`config.mk`:
```
export PLATFORM = sky130hd
export DESIGN_NAME = max_unpool_scatter_address
export DESIGN_NICKNAME = d
export VERILOG_FILES = /design/src/rtl/mupsa_pkg.sv /design/src/rtl/mupsa_geom.sv /design/src/rtl/mupsa_addr.sv /design/src/rtl/max_unpool_scatter_address.sv
export SDC_FILE = /design/constraint.sdc
export NUM_CORES = 2
export LEC_CHECK = 0
export ABC_AREA = 1
export CAP_MARGIN = 30
export CORE_MARGIN = 2
export CORE_UTILIZATION = 40
export DETAILED_ROUTE_END_ITERATION = 8
export DONT_BUFFER_PORTS = 1
export PLACE_DENSITY_LB_ADDON = 0.2
export REMOVE_ABC_BUFFERS = 1
export SLEW_MARGIN = 0
export SYNTH_ARGS = -nofsm -noshare
export SYNTH_HDL_FRONTEND = slang
export SYNTH_SLANG_ARGS = --single-unit
```
`constraint.sdc`:
```
create_clock -name clock -period 9 [get_ports clock]
set_input_delay 0.45 -clock clock [delete_from_list [all_inputs] [get_ports clock]]
set_output_delay 0.45 -clock clock [all_outputs]
set_load 0.01 [all_outputs]
```
`src/rtl/mupsa_pkg.sv`:
```
`timescale 1ns / 1ps

package mupsa_pkg;

   localparam int ADDR_BITS  = 40;
   localparam int VALUE_BITS = 32;
   localparam int DIM_BITS   = 16;
   localparam int INDEX_BITS = 32;

   // plane sizes and their products wrap at 64 bits
   localparam int MUL_BITS   = 64;
   localparam int PLANE_BITS = (3 * DIM_BITS > MUL_BITS) ? MUL_BITS : 3 * DIM_BITS;
   // spatial counter plus its carry, unless it already wraps at 64 bits
   localparam int SPC_BITS   = (3 * DIM_BITS >= MUL_BITS) ? MUL_BITS : 3 * DIM_BITS + 1;
   localparam int CNT_BITS   = $clog2(DIM_BITS);
   localparam int PROD_BITS  = INDEX_BITS + DIM_BITS;

   localparam int CSR_INDEX_BITS = 3;

   typedef enum logic [CSR_INDEX_BITS-1:0] {
      REG_CHANNELS_LAST = 3'd0,
      REG_NUM_CHANNELS  = 3'd1,
      REG_IN_DEPTH      = 3'd2,
      REG_IN_HEIGHT     = 3'd3,
      REG_IN_WIDTH      = 3'd4,
      REG_OUT_DEPTH     = 3'd5,
      REG_OUT_HEIGHT    = 3'd6,
      REG_OUT_WIDTH     = 3'd7
   } csr_reg_type;

   typedef enum logic [1:0] {
      GEOM_IDLE,
      GEOM_LOAD,
      GEOM_RUN
   } geom_state_type;

   typedef enum logic [2:0] {
      STEP_OPLANE_HW,
      STEP_OPLANE,
      STEP_IPLANE_HW,
      STEP_IPLANE,
      STEP_CPLANE,
      STEP_CHOFF
   } geom_step_type;

   typedef struct packed {
      logic [VALUE_BITS-1:0] pooled_value;
      logic [INDEX_BITS-1:0] max_index;
      logic                  last_element;
   } req_type;

   typedef struct packed {
      logic [ADDR_BITS-1:0]  write_address;
      logic [VALUE_BITS-1:0] write_value;
      logic                  write_enable;
      logic                  index_out_of_range;
   } rsp_type;

   // layout and plane sizes seen by the address path
   typedef struct packed {
      logic                  channels_last;
      logic [DIM_BITS-1:0]   chans;
      logic [PLANE_BITS-1:0] oplane;
      logic [PLANE_BITS-1:0] iplane;
      logic [ADDR_BITS-1:0]  cplane;
      logic                  busy;
   } geom_type;

   // channel offset reload after a geometry change
   typedef struct packed {
      logic                 valid;
      logic [ADDR_BITS-1:0] value;
   } reload_type;

   function automatic logic [DIM_BITS-1:0] eff_dim(input logic [DIM_BITS-1:0] v);
      return (v == '0) ? DIM_BITS'(1) : v;
   endfunction

endpackage

```
`src/rtl/mupsa_geom.sv`:
```
`timescale 1ns / 1ps

module mupsa_geom (
   input  logic                                     clock,
   input  logic                                     reset,
   input  logic                                     csr_valid,
   output logic                                     csr_ready,
   input  logic [mupsa_pkg::CSR_INDEX_BITS-1:0]     csr_index,
   input  logic [mupsa_pkg::DIM_BITS-1:0]           csr_data,
   input  logic [mupsa_pkg::DIM_BITS-1:0]           channel_count,
   output mupsa_pkg::geom_type                      geom,
   output mupsa_pkg::reload_type                    reload
);

   localparam int D = mupsa_pkg::DIM_BITS;
   localparam int M = mupsa_pkg::MUL_BITS;

   mupsa_pkg::geom_state_type state_ff, state_in;
   mupsa_pkg::geom_step_type  step_ff, step_in;

   logic         cl_ff, cl_in;
   logic [D-1:0] chans_ff, chans_in;
   logic [D-1:0] id_ff, id_in, ih_ff, ih_in, iw_ff, iw_in;
   logic [D-1:0] od_ff, od_in, oh_ff, oh_in, ow_ff, ow_in;

   logic [mupsa_pkg::PLANE_BITS-1:0] oplane_ff, oplane_in;
   logic [mupsa_pkg::PLANE_BITS-1:0] iplane_ff, iplane_in;
   logic [mupsa_pkg::ADDR_BITS-1:0]  cplane_ff, cplane_in;

   // shift-add multiplier, one multiplier bit per cycle
   logic [M-1:0]                   a_ff, a_in;
   logic [D-1:0]                   b_ff, b_in;
   logic [M-1:0]                   acc_ff, acc_in;
   logic [M-1:0]                   tmp_ff, tmp_in;
   logic [mupsa_pkg::CNT_BITS-1:0] cnt_ff, cnt_in;

   always_ff @(posedge clock) begin
      if (reset) begin
         state_ff  <= mupsa_pkg::GEOM_IDLE;
         step_ff   <= mupsa_pkg::STEP_OPLANE_HW;
         cl_ff     <= 1'b0;
         chans_ff  <= D'(1);
         id_ff     <= D'(1);
         ih_ff     <= D'(1);
         iw_ff     <= D'(1);
         od_ff     <= D'(1);
         oh_ff     <= D'(1);
         ow_ff     <= D'(1);
         oplane_ff <= mupsa_pkg::PLANE_BITS'(1);
         iplane_ff <= mupsa_pkg::PLANE_BITS'(1);
         cplane_ff <= mupsa_pkg::ADDR_BITS'(1);
      end else begin
         state_ff  <= state_in;
         step_ff   <= step_in;
         cl_ff     <= cl_in;
         chans_ff  <= chans_in;
         id_ff     <= id_in;
         ih_ff     <= ih_in;
         iw_ff     <= iw_in;
         od_ff     <= od_in;
         oh_ff     <= oh_in;
         ow_ff     <= ow_in;
         oplane_ff <= oplane_in;
         iplane_ff <= iplane_in;
         cplane_ff <= cplane_in;
      end
   end

   always_ff @(posedge clock) begin
      a_ff   <= a_in;
      b_ff   <= b_in;
      acc_ff <= acc_in;
      tmp_ff <= tmp_in;
      cnt_ff <= cnt_in;
   end

   always_comb begin
      state_in  = state_ff;
      step_in   = step_ff;
      cl_in     = cl_ff;
      chans_in  = chans_ff;
      id_in     = id_ff;
      ih_in     = ih_ff;
      iw_in     = iw_ff;
      od_in     = od_ff;
      oh_in     = oh_ff;
      ow_in     = ow_ff;
      oplane_in = oplane_ff;
      iplane_in = iplane_ff;
      cplane_in = cplane_ff;
      a_in      = a_ff;
      b_in      = b_ff;
      acc_in    = acc_ff;
      tmp_in    = tmp_ff;
      cnt_in    = cnt_ff;
      reload    = '0;
      csr_ready = (state_ff == mupsa_pkg::GEOM_IDLE);

      unique case (state_ff)
         mupsa_pkg::GEOM_IDLE: begin
            if (csr_valid) begin
               unique case (mupsa_pkg::csr_reg_type'(csr_index))
                  mupsa_pkg::REG_CHANNELS_LAST: cl_in    = csr_data[0];
                  mupsa_pkg::REG_NUM_CHANNELS:  chans_in = mupsa_pkg::eff_dim(csr_data);
                  mupsa_pkg::REG_IN_DEPTH:      id_in    = mupsa_pkg::eff_dim(csr_data);
                  mupsa_pkg::REG_IN_HEIGHT:     ih_in    = mupsa_pkg::eff_dim(csr_data);
                  mupsa_pkg::REG_IN_WIDTH:      iw_in    = mupsa_pkg::eff_dim(csr_data);
                  mupsa_pkg::REG_OUT_DEPTH:     od_in    = mupsa_pkg::eff_dim(csr_data);
                  mupsa_pkg::REG_OUT_HEIGHT:    oh_in    = mupsa_pkg::eff_dim(csr_data);
                  mupsa_pkg::REG_OUT_WIDTH:     ow_in    = mupsa_pkg::eff_dim(csr_data);
               endcase
               state_in = mupsa_pkg::GEOM_LOAD;
               step_in  = mupsa_pkg::STEP_OPLANE_HW;
            end
         end
         mupsa_pkg::GEOM_LOAD: begin
            acc_in   = '0;
            cnt_in   = '0;
            state_in = mupsa_pkg::GEOM_RUN;
            unique case (step_ff)
               mupsa_pkg::STEP_OPLANE_HW: begin
                  a_in = M'(oh_ff);
                  b_in = ow_ff;
               end
               mupsa_pkg::STEP_OPLANE: begin
                  a_in = tmp_ff;
                  b_in = od_ff;
               end
               mupsa_pkg::STEP_IPLANE_HW: begin
                  a_in = M'(ih_ff);
                  b_in = iw_ff;
               end
               mupsa_pkg::STEP_IPLANE: begin
                  a_in = tmp_ff;
                  b_in = id_ff;
               end
               mupsa_pkg::STEP_CPLANE: begin
                  a_in = M'(oplane_ff);
                  b_in = chans_ff;
               end
               mupsa_pkg::STEP_CHOFF: begin
                  a_in = M'(oplane_ff);
                  b_in = channel_count;
               end
               default: begin
                  a_in     = '0;
                  b_in     = '0;
                  state_in = mupsa_pkg::GEOM_IDLE;
               end
            endcase
         end
         mupsa_pkg::GEOM_RUN: begin
            acc_in = acc_ff + (b_ff[0] ? a_ff : '0);
            a_in   = a_ff << 1;
            b_in   = b_ff >> 1;
            cnt_in = cnt_ff + 1'b1;
            if (cnt_ff == mupsa_pkg::CNT_BITS'(D - 1)) begin
               state_in = mupsa_pkg::GEOM_LOAD;
               unique case (step_ff)
                  mupsa_pkg::STEP_OPLANE_HW: begin
                     tmp_in  = acc_in;
                     step_in = mupsa_pkg::STEP_OPLANE;
                  end
                  mupsa_pkg::STEP_OPLANE: begin
                     oplane_in = mupsa_pkg::PLANE_BITS'(acc_in);
                     step_in   = mupsa_pkg::STEP_IPLANE_HW;
                  end
                  mupsa_pkg::STEP_IPLANE_HW: begin
                     tmp_in  = acc_in;
                     step_in = mupsa_pkg::STEP_IPLANE;
                  end
                  mupsa_pkg::STEP_IPLANE: begin
                     iplane_in = mupsa_pkg::PLANE_BITS'(acc_in);
                     step_in   = mupsa_pkg::STEP_CPLANE;
                  end
                  mupsa_pkg::STEP_CPLANE: begin
                     cplane_in = mupsa_pkg::ADDR_BITS'(acc_in);
                     step_in   = mupsa_pkg::STEP_CHOFF;
                  end
                  mupsa_pkg::STEP_CHOFF: begin
                     reload.valid = 1'b1;
                     reload.value = mupsa_pkg::ADDR_BITS'(acc_in);
                     state_in     = mupsa_pkg::GEOM_IDLE;
                  end
                  default: state_in = mupsa_pkg::GEOM_IDLE;
               endcase
            end
         end
         default: state_in = mupsa_pkg::GEOM_IDLE;
      endcase
   end

   always_comb begin
      geom.channels_last = cl_ff;
      geom.chans         = chans_ff;
      geom.oplane        = oplane_ff;
      geom.iplane        = iplane_ff;
      geom.cplane        = cplane_ff;
      geom.busy          = (state_ff != mupsa_pkg::GEOM_IDLE);
   end

endmodule

```
`src/rtl/mupsa_addr.sv`:
```
`timescale 1ns / 1ps

module mupsa_addr (
   input  logic                          clock,
   input  logic                          reset,
   input  mupsa_pkg::geom_type           geom,
   input  mupsa_pkg::reload_type         reload,
   output logic [mupsa_pkg::DIM_BITS-1:0] channel_count,
   input  logic                          req_valid,
   output logic                          req_stall,
   input  mupsa_pkg::req_type            req_data,
   output logic                          rsp_valid,
   input  logic                          rsp_stall,
   output mupsa_pkg::rsp_type            rsp_data
);

   localparam int D   = mupsa_pkg::DIM_BITS;
   localparam int A   = mupsa_pkg::ADDR_BITS;
   localparam int P   = mupsa_pkg::PLANE_BITS;
   localparam int SPC = mupsa_pkg::SPC_BITS;

   // running position
   logic [D-1:0] ch_ff, ch_in;
   logic [P-1:0] sp_ff, sp_in;
   logic [A-1:0] sample_base_ff, sample_base_in;
   logic [A-1:0] choff_ff, choff_in;   // ch_ff * oplane

   // input stage
   logic                             s1_valid_ff, s1_valid_in;
   logic [A-1:0]                     s1_base_ff;
   logic [mupsa_pkg::INDEX_BITS-1:0] s1_idx_ff;
   logic [mupsa_pkg::VALUE_BITS-1:0] s1_value_ff;
   logic                             s1_oor_ff;
   logic                             s1_cl_ff;

   // result stage
   logic               rsp_valid_ff, rsp_valid_in;
   mupsa_pkg::rsp_type rsp_data_ff, rsp_data_in;

   logic                            out_free, s1_move, accept;
   logic [D:0]                      ch_inc;
   logic                            ch_wrap;
   logic [SPC-1:0]                  sp_inc;
   logic                            sp_wrap;
   logic [A-1:0]                    base_step;
   logic [A-1:0]                    s1_base_in;
   logic                            oor;
   logic [mupsa_pkg::PROD_BITS-1:0] prod, offset;
   logic [A-1:0]                    addr;

   assign out_free  = !rsp_valid_ff || !rsp_stall;
   assign s1_move   = s1_valid_ff && out_free;
   assign req_stall = geom.busy || (s1_valid_ff && !out_free);
   assign accept    = req_valid && !req_stall;

   always_comb begin
      ch_inc    = (D + 1)'(ch_ff) + 1'b1;
      ch_wrap   = ch_inc >= (D + 1)'(geom.chans);
      sp_inc    = SPC'(sp_ff) + 1'b1;
      sp_wrap   = sp_inc >= SPC'(geom.iplane);
      base_step = sample_base_ff + geom.cplane;

      s1_base_in = sample_base_ff + (geom.channels_last ? A'(ch_ff) : choff_ff);
      oor = mupsa_pkg::MUL_BITS'(req_data.max_index) >= mupsa_pkg::MUL_BITS'(geom.oplane);

      ch_in          = ch_ff;
      sp_in          = sp_ff;
      sample_base_in = sample_base_ff;
      choff_in       = choff_ff;

      if (reload.valid) begin
         choff_in = reload.value;
      end else if (accept) begin
         if (req_data.last_element) begin
            ch_in          = '0;
            sp_in          = '0;
            sample_base_in = '0;
            choff_in       = '0;
         end else if (geom.channels_last) begin
            if (ch_wrap) begin
               ch_in    = '0;
               choff_in = '0;
               if (sp_wrap) begin
                  sp_in          = '0;
                  sample_base_in = base_step;
               end else begin
                  sp_in = P'(sp_inc);
               end
            end else begin
               ch_in    = D'(ch_inc);
               choff_in = choff_ff + A'(geom.oplane);
            end
         end else begin
            if (sp_wrap) begin
               sp_in = '0;
               if (ch_wrap) begin
                  ch_in          = '0;
                  choff_in       = '0;
                  sample_base_in = base_step;
               end else begin
                  ch_in    = D'(ch_inc);
                  choff_in = choff_ff + A'(geom.oplane);
               end
            end else begin
               sp_in = P'(sp_inc);
            end
         end
      end
   end

   always_comb begin
      prod   = s1_idx_ff * geom.chans;
      offset = s1_cl_ff ? prod : mupsa_pkg::PROD_BITS'(s1_idx_ff);
      addr   = s1_base_ff + A'(offset);

      rsp_data_in.write_address      = s1_oor_ff ? '0 : addr;
      rsp_data_in.write_value        = s1_value_ff;
      rsp_data_in.write_enable       = !s1_oor_ff;
      rsp_data_in.index_out_of_range = s1_oor_ff;

      s1_valid_in  = accept ? 1'b1 : (s1_move ? 1'b0 : s1_valid_ff);
      rsp_valid_in = s1_move ? 1'b1 : (rsp_stall ? rsp_valid_ff : 1'b0);
   end

   always_ff @(posedge clock) begin
      if (reset) begin
         ch_ff          <= '0;
         sp_ff          <= '0;
         sample_base_ff <= '0;
         choff_ff       <= '0;
         s1_valid_ff    <= 1'b0;
         rsp_valid_ff   <= 1'b0;
      end else begin
         ch_ff          <= ch_in;
         sp_ff          <= sp_in;
         sample_base_ff <= sample_base_in;
         choff_ff       <= choff_in;
         s1_valid_ff    <= s1_valid_in;
         rsp_valid_ff   <= rsp_valid_in;
      end
   end

   always_ff @(posedge clock) begin
      if (accept) begin
         s1_base_ff  <= s1_base_in;
         s1_idx_ff   <= req_data.max_index;
         s1_value_ff <= req_data.pooled_value;
         s1_oor_ff   <= oor;
         s1_cl_ff    <= geom.channels_last;
      end
      if (s1_move) begin
         rsp_data_ff <= rsp_data_in;
      end
   end

   assign channel_count = ch_ff;
   assign rsp_valid     = rsp_valid_ff;
   assign rsp_data      = rsp_data_ff;

endmodule

```
`src/rtl/max_unpool_scatter_address.sv`:
```
`timescale 1ns / 1ps

// Max-unpooling scatter address generator. Pooled elements stream in on req_
// in storage order, one word per cycle unless req_stall is high; each yields
// one scatter write on rsp_ through the input stage and result stage, with
// the output offset, the value, a write enable and an out-of-range flag. The
// channel, spatial and sample counters run in the input stage and return to
// zero after a word with last_element set. Each configuration write starts a
// recompute of the plane sizes and the current channel offset on a shared
// shift-add multiplier, one multiplier bit per cycle; csr_ready is low and
// req_stall high until it ends, else req_stall only follows rsp_ back-pressure.
module max_unpool_scatter_address (
   input  logic                                 clock,
   input  logic                                 reset,
   input  logic                                 req_valid,
   output logic                                 req_stall,
   input  mupsa_pkg::req_type                   req_data,
   output logic                                 rsp_valid,
   input  logic                                 rsp_stall,
   output mupsa_pkg::rsp_type                   rsp_data,
   input  logic                                 csr_valid,
   output logic                                 csr_ready,
   input  logic [mupsa_pkg::CSR_INDEX_BITS-1:0] csr_index,
   input  logic [mupsa_pkg::DIM_BITS-1:0]       csr_data
);

   mupsa_pkg::geom_type               geom;
   mupsa_pkg::reload_type             reload;
   logic [mupsa_pkg::DIM_BITS-1:0]    channel_count;

   mupsa_geom u_geom (
      .clock         (clock),
      .reset         (reset),
      .csr_valid     (csr_valid),
      .csr_ready     (csr_ready),
      .csr_index     (csr_index),
      .csr_data      (csr_data),
      .channel_count (channel_count),
      .geom          (geom),
      .reload        (reload)
   );

   mupsa_addr u_addr (
      .clock         (clock),
      .reset         (reset),
      .geom          (geom),
      .reload        (reload),
      .channel_count (channel_count),
      .req_valid     (req_valid),
      .req_stall     (req_stall),
      .req_data      (req_data),
      .rsp_valid     (rsp_valid),
      .rsp_stall     (rsp_stall),
      .rsp_data      (rsp_data)
   );

endmodule
```
* Yosys cells after proc, flatten, opt, wreduce, memory -nomap -nowiden
Cells that the tools add are included. W data, S select, Z words.
Word-level totals: flip-flop bits (word level) 792, output and inout bits 77, word-level logic and storage cells 158
Operators by class: $add $sub $neg 8, multiply operators 1, magnitude comparators 3, equal/unequal tests 20, mux-type cells 46, bitwise logic cells 1, reduce and logical (&&, ||, !) cells 46
Operators by type and width (count):
- $mux W40 | 14
- $pmux W64 S2 | 2
- $pmux W64 S4 | 1
- $mux W48 | 4
- $add A40 B40 Y40 | 4
- $mux W41 | 3
- $pmux W16 S6 | 1
- $mux W16 | 5
- $add A64 B64 Y64 | 1
- $mux W64 | 1
- $add A48 B1 Y49 const B | 1
- $ge A49 B48 Y1 | 1
- $ge A32 B48 Y1 | 1
- $reduce_and A3 Y1 | 14
- $mul A32 B16 Y40 | 1
- $pmux W16 S2 | 1
- $eq A3 B3 Y1 const B | 6
- $add A16 B1 Y17 const B | 1
- $ge A17 B16 Y1 | 1
- $logic_not A16 Y1 | 1
- $pmux W3 S5 | 1
- $reduce_bool A2 Y1 | 7
- $eq A3 B2 Y1 const B | 4
- $pmux W4 S2 | 1
- other kinds (27) | 48

* Depth between registers and ports, before layout
depth in word-level cells 9, mapped depth 41, depth with buffers taken out 39

* By module
From an unflattened synthesis, not the netlist that was laid out.
Unflattened totals: cells, all modules 8944, area total of the unflattened synthesis 64018.9 µm²
Modules (own cells, without submodules):
- mupsa_addr | times used 1, cells an instance 5956, area an instance 42324.3 µm², seq. area each 8328.0 µm²
- mupsa_geom | times used 1, cells an instance 2988, area an instance 21694.6 µm², seq. area each 10009.6 µm²

* Worst setup path after synthesis
Ideal clock, no wire load.
path type register to register, from register u_geom.chans_ff[12], to register u_addr.rsp_data_ff (netlist bit u_addr.rsp_data[73]), data pin, library setup time 253 ps, arrival 7247 ps, slack 1500 ps, cell stages (with the launch flop) 34, path buffers 2, cell sequence dfxtp_1 -> clkbuf_1 -> clkbuf_1 -> nand2_1 -> fa_1 -> inv_1 -> fa_1 -> fa_1 -> fa_1 -> fa_1 -> inv_1 -> fa_1 -> inv_1 -> ha_1 -> a21oi_1 -> o21ai_0 -> a21oi_1 -> nand3_1 -> a31oi_1 -> o21ai_0 -> or2_2 -> nand3_1 -> nand2_1 -> ha_1 -> nand2_1 -> nor2_1 -> inv_1 -> nor4_1 -> nand3_1 -> nand3_1 -> xnor2_1 -> nand2_1 -> nand2_1 -> nor2_1
Between the ends: longest elaborated chain between the ends 3
RTL lines:
- start: declaration | line mupsa_geom.sv:22 | logic [D-1:0] chans_ff, chans_in;
- start signal: assignment | line mupsa_geom.sv:56 | chans_ff <= chans_in;
- $mul A32 B16 Y40 | line mupsa_addr.sv:112 | prod = s1_idx_ff * geom.chans;
- $mux W40 | line mupsa_addr.sv:113 | offset = s1_cl_ff ? prod : mupsa_pkg::PROD_BITS'(s1_idx_ff);
- $add A40 B40 Y40 | line mupsa_addr.sv:114 | addr = s1_base_ff + A'(offset);
- end signal: assignment | line mupsa_addr.sv:152 | rsp_data_ff <= rsp_data_in;
- end: declaration | line mupsa_addr.sv:38 | mupsa_pkg::rsp_type rsp_data_ff, rsp_data_in;
Every way passes these cells. A chain may end at the register's enable or synchronous reset.

* Final worst setup path
from register u_addr.s1_idx_ff[25] (netlist name), to register u_addr.rsp_data_ff (netlist bit u_addr.rsp_data[72]), data pin
Between the ends: longest elaborated chain between the ends 3
RTL lines:
- start: declaration | line mupsa_addr.sv:31 | logic [mupsa_pkg::INDEX_BITS-1:0] s1_idx_ff;
- start signal: assignment | line mupsa_addr.sv:146 | s1_idx_ff <= req_data.max_index;
- $mul A32 B16 Y40 | line mupsa_addr.sv:112
- $mux W40 (*) | line mupsa_addr.sv:113
- $add A40 B40 Y40 (*) | line mupsa_addr.sv:114
Mark *: on every way between the ends. The rest lies on a longest branch, timed or not.

==> results.md <==
- Synth cell count leaders: nand2_1, inv_1, nor2_1
- Total negative slack: 0 ps
- Area grow syn2layout: 10.23%
- Top cell by count, worst path: inv_1
- Final WL: 232300 µm
- Worst relative slew slack: 29.82%
- Final net count: 9114
- Die W: 394.9 µm
- Hpwl dp: 180900 µm
- FF+latch count, synth: 744
- Worst path slowest cell: edfxtp_1
- 1st-iter DRT viols: 4890
- DRT antenna net count: 0
- Final setup fails: 0
- Maximum clock rate: 116.8 MHz
- I/O Buffers: 0
- Startpoint types: register
- Initial Util: 40.23%
- Final Non-Filler Cells: 10.37k
- Crit path time final: 8565 ps
- Status: finished, final reports clean
- Setup WS pre-CTS: 314.2 ps
- Top cells by area, synth: edfxtp_1, dfxtp_1, fa_1
- DIE AREA: 155900 µm²
- Worst R2R Setup Slack: 430 ps
- Layout cells sized above 1: 4.380%
- P_int: 0.009259 W
- Post-Synthesis Cells: 8264
- Post-synth top area share: 16.90%
- # DRC: 0
- GRT Residual Overflow: 0
- Root buffer cell: clkbuf_16
- Worst EP arrival: 9130 ps
- Worst hold path type: primary input to register
- TritonCTS clock tree: built
- DR vias: 55.50k
- Cell area after layout: 67360 µm²
- Endpoint type of the worst setup path: register
- Clk buf depth: 3
- Dpl cell area: 63430 µm²
- Core Box Area: 151900 µm²
- Distinct cell type count after synthesis: 57
- I/O pin count: 166
- Placer congestion estimate: 1.002
- Ys async rst share: 0%
- Crit path largest cell delay: 1000 ps
- Tcrit/Tclk final: 95.17%
- Clock Pin Slew Worst Setup and Hold Paths: 60 ps
- Max-slew violations: 0
- Multi-input gate area: 35930 µm²
- YS warnings: 0
- CP required: 9570 ps
- Fin Clk Skew: 41.11 ps
- Post-synth EDFFs: 344
- Pwr/cell area: 275.9 nW/µm²
- # fillers: 15.59k
- Drt via density: 5.353
- Drt pass-1 iters: 6
- Average wire per standard cell: 22.40 µm
- Max FO, Critical Path: 16
- Peak supply drop: 0.0002097 V
- Flop pwr share: 26.8%
- CTS Buf Count: 89
- Min setup slack post-route: 434.9 ps
- Max Cap Viol: 0
- Primary FF master, synth: dfxtp_1
- Final hold vios: 0
- Pleak: 31.81 nW
- Inst Count DP: 10.10k
- Total track usage: 29.47%
- First-pass GRT wire length: 347000 µm
- Comb pwr share: 53.0%
- Switching Power: 0.009329 W
- Register area: 18360 µm²
- Mapped Area: 61110 µm²
- Count leader, synth: nand2_1
- Initial antenna violation count: 35
- Worst-skew pair later-pin latency: 720 ps
- Htree depth: 3
- Synthesized area per cell: 7.395 µm²
- Sw frac: 50.19%
- Die H: 394.9 µm
- Clock power share: 20.2%
- Worst slew pin tran: 1053 ps
- Row count: 143
- Core Util, Final: 44.35%
- Vias in the first global route: 54.37k
- Synth area leader: edfxtp_1
- Clk sinks: 744
- Critical path class: register to register
- Unrepaired setup endpoints after global routing: false
- Sequential fraction of the synthesis area: 30.01%
- Largest net degree at the start of global routing: 171
## area by class of cell
cell class              instances  share of cell area, %
diodes                         28                 0.1040
clock buffers                 124                  3.791
clock inverters                41                 0.6464
inverters                    1513                  8.446
multi-input cells            5695                  53.34
flip-flops and latches        744                  27.25
well taps                    2030                  3.771
repair buffers                194                  2.650
## worst max-delay path, delay by kind of cell, from the launching register on
kind                       cells  cell delay (ps)
and+or+nand+nor                7             1480
AOI/OAI and AO/OA              7             1810
adders and majority gates      8             3730
buffers and inverters          7              410
DFF                            1             1000
## registers in the layout, indices dropped and copies added, names as in the netlist, 48 cells and up
signal and cells:
u_addr.rsp_data 74, u_addr.sp_ff 48, u_geom.a_ff 48, u_geom.acc_ff 48, u_geom.iplane_ff 48, u_geom.oplane_ff 48
u_geom.tmp_ff 48
## power by group through the flow
stage | combinational (W) | clock, W | sequential [W]
final | 0.00986 | 0.00375 | 0.00498
after global routing | 0.0108 | 0.00394 | 0.00503
after CTS | 0.00971 | 0.00381 | 0.00499
after detailed placement | 0.00960 | 0 | 0.00505
after global placement | 0.00961 | 0 | 0.00504
after floorplan | 0.00571 | 0 | 0.00495
## through the flow
stage               hold slack (ps)  total power [W]
floorplan                     400.3          0.01066
global placement              401.3          0.01465
detailed placement            404.5          0.01465
CTS                           8.681          0.01851
global route                  48.74          0.01975
finish                        52.68          0.01859
## layout by cell type, fill, tap and decap left out, types with 15 or more instances in the layout
master         count
nand2_1         1948
nand4_1           99
nor2_2            15
nor4_1            39
o21a_1            28
a31oi_1           48
clkbuf_1          20
a21o_1            42
dlygate4sd3_1     68
a21oi_1          712
o21ai_1           18
clkbuf_16         93
xor2_1           138
nor2_1           726
o21bai_1          30
buf_4            112
xnor2_1           61
edfxtp_1         344
diode_2           28
and3_1            15
o21ai_0          544
dfxtp_1          386
nand3_1          204
inv_1           1496
o211ai_1          35
a221oi_1          21
or2_2             15
ha_1             389
o2111ai_1         15
fa_1             397
nor3_1            51
## layer usage
metal	vias to the layer above	part of all wire, %	GRT usage, %
li1	26310	-	-
met1	26830	43	39.91
met2	2007	46	48.54
met3	346	7.8	4.839
met4	10	2.9	8.104
met5	-	0.033	0
## kinds of logic (layout without fill, tap and decap cells)
family,count (synthesis),count (layout),share of synthesized area [%]
DFF,744,744,30.01
other,0,28,0
AOI/OAI and AO/OA,1560,1560,13.98
and+or+nand+nor,3148,3148,20.79
buffers and inverters,1825,1872,11.37
adders and majority gates,788,788,21.01
xor gates and xnor gates,199,199,2.852
## timing repair
item	4_1_cts	5_1_grt
hold buffers	71	0
buffers inserted	0	5
endpoints found under the hold margin	235	0
endpoints found under the setup margin	0	5
gates resized for setup	0	15
## final timing paths
path / start / cells after the start / to
setup reg to reg: u_addr.s1_idx_ff[25] / 29 / u_addr.rsp_data[72]
setup / recovery: u_addr.s1_idx_ff[25] / 29 / u_addr.rsp_data[72]
hold / removal: req_data[0] / 5 / u_addr.channel_count[3]
hold reg to reg: u_addr.s1_value_ff[18] / 0 / u_addr.rsp_data[20]
(Power assumes the default switching activity.)
